$ cat src/hw/rtl/smi_pkg.sv
// Package: constants, types and sine table for the SIREN MLP evaluator.
package smi_pkg;

  localparam int MAX_HIDDEN_DEF = 64;
  localparam int MAX_LAYERS_DEF = 4;
  localparam int WEIGHT_WORDS_DEF = 32768;
  localparam int SINE_DEPTH = 1024;
  localparam int SINE_AW = 10;
  localparam int ADDR_W = 15;
  localparam int HW_W = 7;
  localparam int HL_W = 3;
  localparam int CFG_W = 7;
  localparam int CFG_IDX_W = 1;
  localparam logic [CFG_IDX_W-1:0] REG_HIDDEN_WIDTH = 1'b0;
  localparam logic [CFG_IDX_W-1:0] REG_HIDDEN_LAYERS = 1'b1;
  localparam logic [31:0] TURNS_PER_Z = 32'd80105306;
  localparam logic [63:0] HALF_PI_Q30 = 64'd1686629713;

  // controller -> datapath commands
  typedef struct packed {
    logic load_point;
    logic acc_clear;
    logic mac_en;
    logic bias_en;
    logic act_wr;
    logic out_en;
  } dp_cmd_t;

  // sine table entry, used to fill the sine ROM
  function automatic logic [12:0] sine_entry(input int i);
    logic [63:0] u, theta, term;
    longint sum, e;
    u = (64'(i) << 30) / 64'(SINE_DEPTH);
    theta = (u * HALF_PI_Q30) >> 30;
    term = theta;
    sum = longint'(theta);
    for (int k = 1; k <= 6; k++) begin
      term = (term * theta) >> 30;
      term = (term * theta) >> 30;
      term = term / 64'((2 * k) * (2 * k + 1));
      if (k % 2 == 1) sum = sum - longint'(term);
      else sum = sum + longint'(term);
    end
    if (sum < 0) sum = 0;
    e = longint'((64'(sum) + 64'(1 << 17)) >> 18);
    if (e > 4096) e = 4096;
    return 13'(e);
  endfunction

endpackage

$ cat src/hw/rtl/smi_ctrl.sv
// Controller: sequences layers, neurons and weight addresses.
module smi_ctrl #(
  parameter int MAX_HIDDEN = smi_pkg::MAX_HIDDEN_DEF,
  parameter int MAX_LAYERS = smi_pkg::MAX_LAYERS_DEF,
  parameter int AW = smi_pkg::ADDR_W
) (
  input  logic clk,
  input  logic rst,
  input  logic start,
  input  logic req_type,
  input  logic [smi_pkg::HW_W-1:0] hidden_width,
  input  logic [smi_pkg::HL_W-1:0] hidden_layers,
  output logic busy,
  output logic wr_store,
  output logic [AW-1:0] waddr,
  output logic [$clog2(2*MAX_HIDDEN)-1:0] act_raddr,
  output logic [$clog2(2*MAX_HIDDEN)-1:0] act_waddr,
  output logic [1:0] pt_sel,
  output logic use_pt,
  output smi_pkg::dp_cmd_t cmd
);
  import smi_pkg::*;

  localparam int NW = $clog2(MAX_HIDDEN + 1);
  localparam int IW = $clog2(MAX_HIDDEN);
  localparam int LW = $clog2(MAX_LAYERS + 2);
  localparam int BW = $clog2(2*MAX_HIDDEN);

  typedef enum logic [6:0] {
    S_IDLE = 7'b0000001,
    S_MAC  = 7'b0000010,
    S_BIAS = 7'b0000100,
    S_SUM  = 7'b0001000,
    S_SIN  = 7'b0010000,
    S_OUT  = 7'b0100000,
    S_WAIT = 7'b1000000
  } state_t;

  state_t state, state_next;
  logic [NW-1:0] h, i, j, nin;
  logic [LW-1:0] nl, layer;
  logic src;
  logic [AW-1:0] base, wa;
  logic [2:0] pipe;
  logic out_layer;

  always_comb begin
    if (hidden_width == '0) h = NW'(1);
    else if (32'(hidden_width) > MAX_HIDDEN) h = NW'(MAX_HIDDEN);
    else h = NW'(hidden_width);
    if (32'(hidden_layers) > MAX_LAYERS) nl = LW'(MAX_LAYERS);
    else nl = LW'(hidden_layers);
  end

  assign busy = (state != S_IDLE);
  assign wr_store = start && !busy && !req_type;
  assign out_layer = (layer == nl + LW'(1));
  assign use_pt = (layer == '0);
  assign pt_sel = j[1:0];
  assign waddr = wa;
  assign act_raddr = {src, j[IW-1:0]};
  assign act_waddr = {~src, i[IW-1:0]};
  assign nin = use_pt ? NW'(3) : h;

  always_comb begin
    state_next = state;
    unique case (state)
      S_IDLE: if (start && req_type) state_next = S_MAC;
      S_MAC:  if (j == nin - NW'(1)) state_next = S_BIAS;
      S_BIAS: state_next = S_SUM;
      S_SUM:  if (pipe == 3'd0) state_next = out_layer ? S_OUT : S_SIN;
      S_SIN:  state_next = S_MAC;
      S_OUT:  state_next = S_WAIT;
      S_WAIT: state_next = S_IDLE;
      default: state_next = S_IDLE;
    endcase
  end

  always_ff @(posedge clk) begin
    if (rst) begin
      state <= S_IDLE;
      i <= '0; j <= '0; layer <= '0; src <= 1'b0; base <= '0; wa <= '0; pipe <= '0;
    end else begin
      state <= state_next;
      unique case (state)
        S_IDLE: begin
          i <= '0; j <= '0; layer <= '0; src <= 1'b0; base <= '0; wa <= '0;
        end
        S_MAC: begin
          if (j == nin - NW'(1)) begin
            j <= '0;
            // output layer has a single row, its bias follows its H weights
            if (out_layer) wa <= AW'(base + AW'(nin));
            else wa <= AW'(base + AW'(nin) * AW'(h) + AW'(i));
          end else begin
            j <= j + NW'(1);
            wa <= wa + AW'(1);
          end
        end
        S_BIAS: pipe <= 3'd3;
        S_SUM: if (pipe != 3'd0) pipe <= pipe - 3'd1;
        S_SIN: begin
          if (i == h - NW'(1)) begin
            i <= '0;
            base <= AW'(base + AW'(nin) * AW'(h) + AW'(h));
            wa <= AW'(base + AW'(nin) * AW'(h) + AW'(h));
            layer <= layer + LW'(1);
            src <= ~src;
          end else begin
            i <= i + NW'(1);
            wa <= AW'(base + AW'(nin) * AW'(i + NW'(1)));
          end
        end
        default: ;
      endcase
    end
  end

  always_comb begin
    cmd = '0;
    cmd.load_point = start && !busy && req_type;
    cmd.acc_clear = (state == S_IDLE) || (state == S_SIN);
    cmd.mac_en = (state == S_MAC);
    cmd.bias_en = (state == S_BIAS);
    cmd.act_wr = (state == S_SIN);
    cmd.out_en = (state == S_OUT);
  end

  ap_out_idle: assert property (@(posedge clk) disable iff (rst)
    cmd.out_en |=> busy) else $error("output strobe not followed by wait");
  ap_no_wr_busy: assert property (@(posedge clk) disable iff (rst)
    busy |-> !wr_store) else $error("store write while busy");
  ap_j_range: assert property (@(posedge clk) disable iff (rst)
    state == S_MAC |-> j < nin) else $error("input index out of range");
endmodule

$ cat config.mk
export PLATFORM = sky130hd
export DESIGN_NAME = smi_ctrl
export DESIGN_NICKNAME = d
export VERILOG_FILES = /design/src/hw/rtl/smi_pkg.sv /design/src/hw/rtl/smi_ctrl.sv
export SDC_FILE = /design/constraint.sdc
export NUM_CORES = 1
export LEC_CHECK = 0
export BUFFER_PORTS_ARGS = -buffer_cell sky130_fd_sc_hd__buf_2
export CAP_MARGIN = 20
export CORE_MARGIN = 2
export CORE_UTILIZATION = 37
export CTS_BUF_LIST = sky130_fd_sc_hd__clkbuf_2 sky130_fd_sc_hd__clkbuf_4 sky130_fd_sc_hd__clkbuf_8
export CTS_CLUSTER_SIZE = 40
export DETAILED_ROUTE_END_ITERATION = 10
export PLACE_DENSITY = 0.52
export SYNTH_ARGS = -nofsm -noshare
export SYNTH_HDL_FRONTEND = slang
export SYNTH_SLANG_ARGS = --single-unit
$ cat constraint.sdc
create_clock -name clk -period 10.1 [get_ports clk]
set_input_delay 2.525 -clock clk [delete_from_list [all_inputs] [get_ports clk]]
set_output_delay 2.525 -clock clk [all_outputs]
set_load 0.005 [all_outputs]
==> flow_summary.toml <==
[die]
coreArea_sq_um = 25000
io_pins = 54
die_h_microns = 163
rows = 58
die_area_sq_um = 26500
die_x_microns = 163
start_util_pct = 37.4

[finish]
nNetsFinal = 1397
nFillCells = 2639
stdcell_count = 1536
utilization_pct = 40.1
diodes = 0
final_area_sq_um = 10000
drive_gt1_share_pct = 8.37
area_growth_pct = 7.23

[place]
placed_cells = 1520
gp_congestion = 0.883
dp_slack_ns = 1.09
port_buffers = 53
dp_hpwl_mm = 23.3
place_area_sq_um = 9800

[power_and_ir_drop]
switchingPower_mw = 0.310
p_int_mw = 0.466
cellPowerDensity_nw_per_um2 = 77.6
p_leak_nw = 4.76
clkPwrFrac_pct = 31.5
pwr-share-comb_pct = 37.2
finalPower_mw = 0.776
p_sw_share_pct = 40.0
peakVddDrop_mv = 0.0583
pwr-share-seq_pct = 31.2

[timing]
fin_crit_ns = 8.66
rsz0062_at_grt = "no"
slew_headroom_pct = 29.1
tns_ns = 0
skew_ns = 0.0142
setup_viol = 0
worstMarginPinSlew_ns = 1.05
max_freq_mhz = 115
whs_ns = 0.469
setup_ws_ns = 1.44
hold_viol_final = 0
finalMaxSlewViolations = 0
post-route-period-util_pct = 85.8

[clock_network]
htree_levels = 3
cts_buffer_depth = 2
clock_latency_ns = 0.38
post-cts-setup-buffers = 0
clock_sinks = 58
hold_buffers = 0
cts_tree = "built"
path_clk_slew_ns = 0.08
ctsResizeCount = 0
cts_made_buffers = 9
cts-root-buf = "clkbuf_8"

[logic_synthesis]
synth-seq-cells = 58
avgSynthCellArea_sq_um = 7.93
async_reset_ff_share_pct = 0
ys_seq_area_share_pct = 12.4
syn_inst = 1177
synth_cell_types = 75
yosysWarnings = 0
netlist_area_sq_um = 9330
synth_edf_count = 0
synth_ff_type = "dfxtp_1"

[routing]
via_count = 8326
drt_iter0_markers = 652
wl_per_cell_microns = 18.9
via_per_inst = 5.42
drcViolationCount = 0
postRouteAntennaNets = 0
dr.pass1.iters = 5
routed_wl_mm = 29.0

[min_path]
hp-class = "reg2reg"

[critical_path]
worst_ep_required_time_ns = 10.34
path_max_fanout = 10
crit_type = "in2reg"
cp-end-kind = "flop"
start_kind = "primary input"
worstPathArrival_ns = 8.90

[grt]
grt_overflow = 0
track_usage_pct = 22.7
grt_pass1_vias = 8160
grt_pass1_wl_mm = 46.2
grt_max_degree = 54
antenna_found_initial = 0

[run_status]
status = "complete, no violations"

[job]
cap_viol_max_count = 0
[worst paths after layout]
| kind | from | end | slack [ns] | depth (start not counted) |
|---|---|---|---|---|
| setup reg to reg | layer[0] | waddr[10] | 3.21 | 25 |
| hold / removal | pipe[0] | pipe[0] | 0.47 | 1 |
| setup / recovery | hidden_width[1] | waddr[13] | 1.44 | 25 |
| hold reg to reg | pipe[0] | pipe[0] | 0.47 | 1 |
[flip-flops by register name, summed over array words and instances, names as in the netlist]
name	count
pipe	3
src	1
state	7
i	7
base	15
layer	3
waddr	15
j	7
[cells by family after synthesis]
kind of cell    after synthesis  share of synthesized area [%]
mux                          13                           1.47
compound gates              236                           17.3
simple gates                379                           19.9
xor+xnor                     86                           8.07
fa+ha+maj                   182                           30.8
flops                        58                           12.4
other cells                   2                         0.0805
buf+inv                     221                           9.90
[cells in the mapped netlist (all sizes together) (7+ instances only)]
cell	number	area, sq um
o211ai	15	118
o311ai	8	70.1
fa	80	1600
ha	102	1280
nand2b	15	96.3
nor3	26	130
a22oi	18	135
a211oi	13	103
nand2	95	357
or3	14	87.6
nor2b	17	106
a31oi	17	106
nand3	22	110
mux2i	7	70.1
inv	165	619
nor2	120	465
nor4	8	62.6
dfxtp	58	1160
a21o	11	82.6
buf	33	218
clkbuf	22	82.6
xnor2	58	508
o21ai	38	190
and3	29	181
xor2	28	245
a21oi	53	265
[cell type report]
| type | count | area [sq um] | area share [%] |
|---|---|---|---|
| multi-input combinational | 906 | 7280 | 72.8 |
| sequential | 58 | 1160 | 11.6 |
| inverter | 166 | 623 | 6.23 |
| tap | 330 | 413 | 4.13 |
| timing repair buffer | 60 | 318 | 3.18 |
| clock buffer | 14 | 174 | 1.74 |
| clock inverter | 2 | 35.0 | 0.350 |
[power by group through the flow]
| stage | Combinational, mW | Clock (mW) | Sequential (mW) |
|---|---|---|---|
| floorplan | 0.195 | 0 | 0.245 |
| global placement | 0.287 | 0 | 0.247 |
| detailed placement | 0.287 | 0 | 0.248 |
| CTS | 0.288 | 0.248 | 0.242 |
| global route | 0.321 | 0.258 | 0.243 |
| finish | 0.289 | 0.245 | 0.242 |
[critical path, stage by stage]
cell       delay (ns)
buf_2            0.16
nor4_2           0.37
a21oi_1          0.22
nor2_1           0.27
inv_1            0.22
nand2_1          0.32
inv_2            0.21
nor2_1           0.17
ha_1             0.16
inv_1            0.05
fa_1             0.51
inv_1            0.06
fa_1             0.53
inv_1            0.05
fa_1             0.54
inv_1            0.04
ha_1             0.37
and3_1           0.20
o2bb2ai_1        0.22
o41ai_1          0.36
xor2_1           0.23
a21oi_1          0.50
a31oi_1          0.15
o21ai_0          0.32
a311oi_1         0.13
[layout by cell type, fill, tap and decap left out, types with 6 or more instances in the layout]
cell type and instances:
inv_1 162, nor2_1 118, ha_1 102, nand2_1 95, fa_1 80, xnor2_1 58
dfxtp_1 58, a21oi_1 53, buf_2 53, o21ai_0 36, and3_1 29, xor2_1 28
nor3_1 25, nand3_1 22, a22oi_1 18, nor2b_1 17, a31oi_1 17, nand2b_1 14
or3_1 14, o211ai_1 14, a211oi_1 12, a21o_1 11, clkbuf_8 11, conb_1 10
mux2i_1 7, buf_4 7, nor4_1 6, o31ai_1 6, nor3b_1 6, o2111ai_1 6
o311ai_0 6, a221oi_1 6, mux2_2 6
[layer usage]
layer	share of wire, %	global-route usage, %	vias to the layer above	routed length (microns)
li1	-	-	4049	-
met1	46	30.6	4079	13400
met2	49	38.5	165	14100
met3	3.0	2.65	33	862
met4	2.2	5.83	0	625
met5	0	0	-	0
No activity file was read; power rests on OpenSTA's default activity.
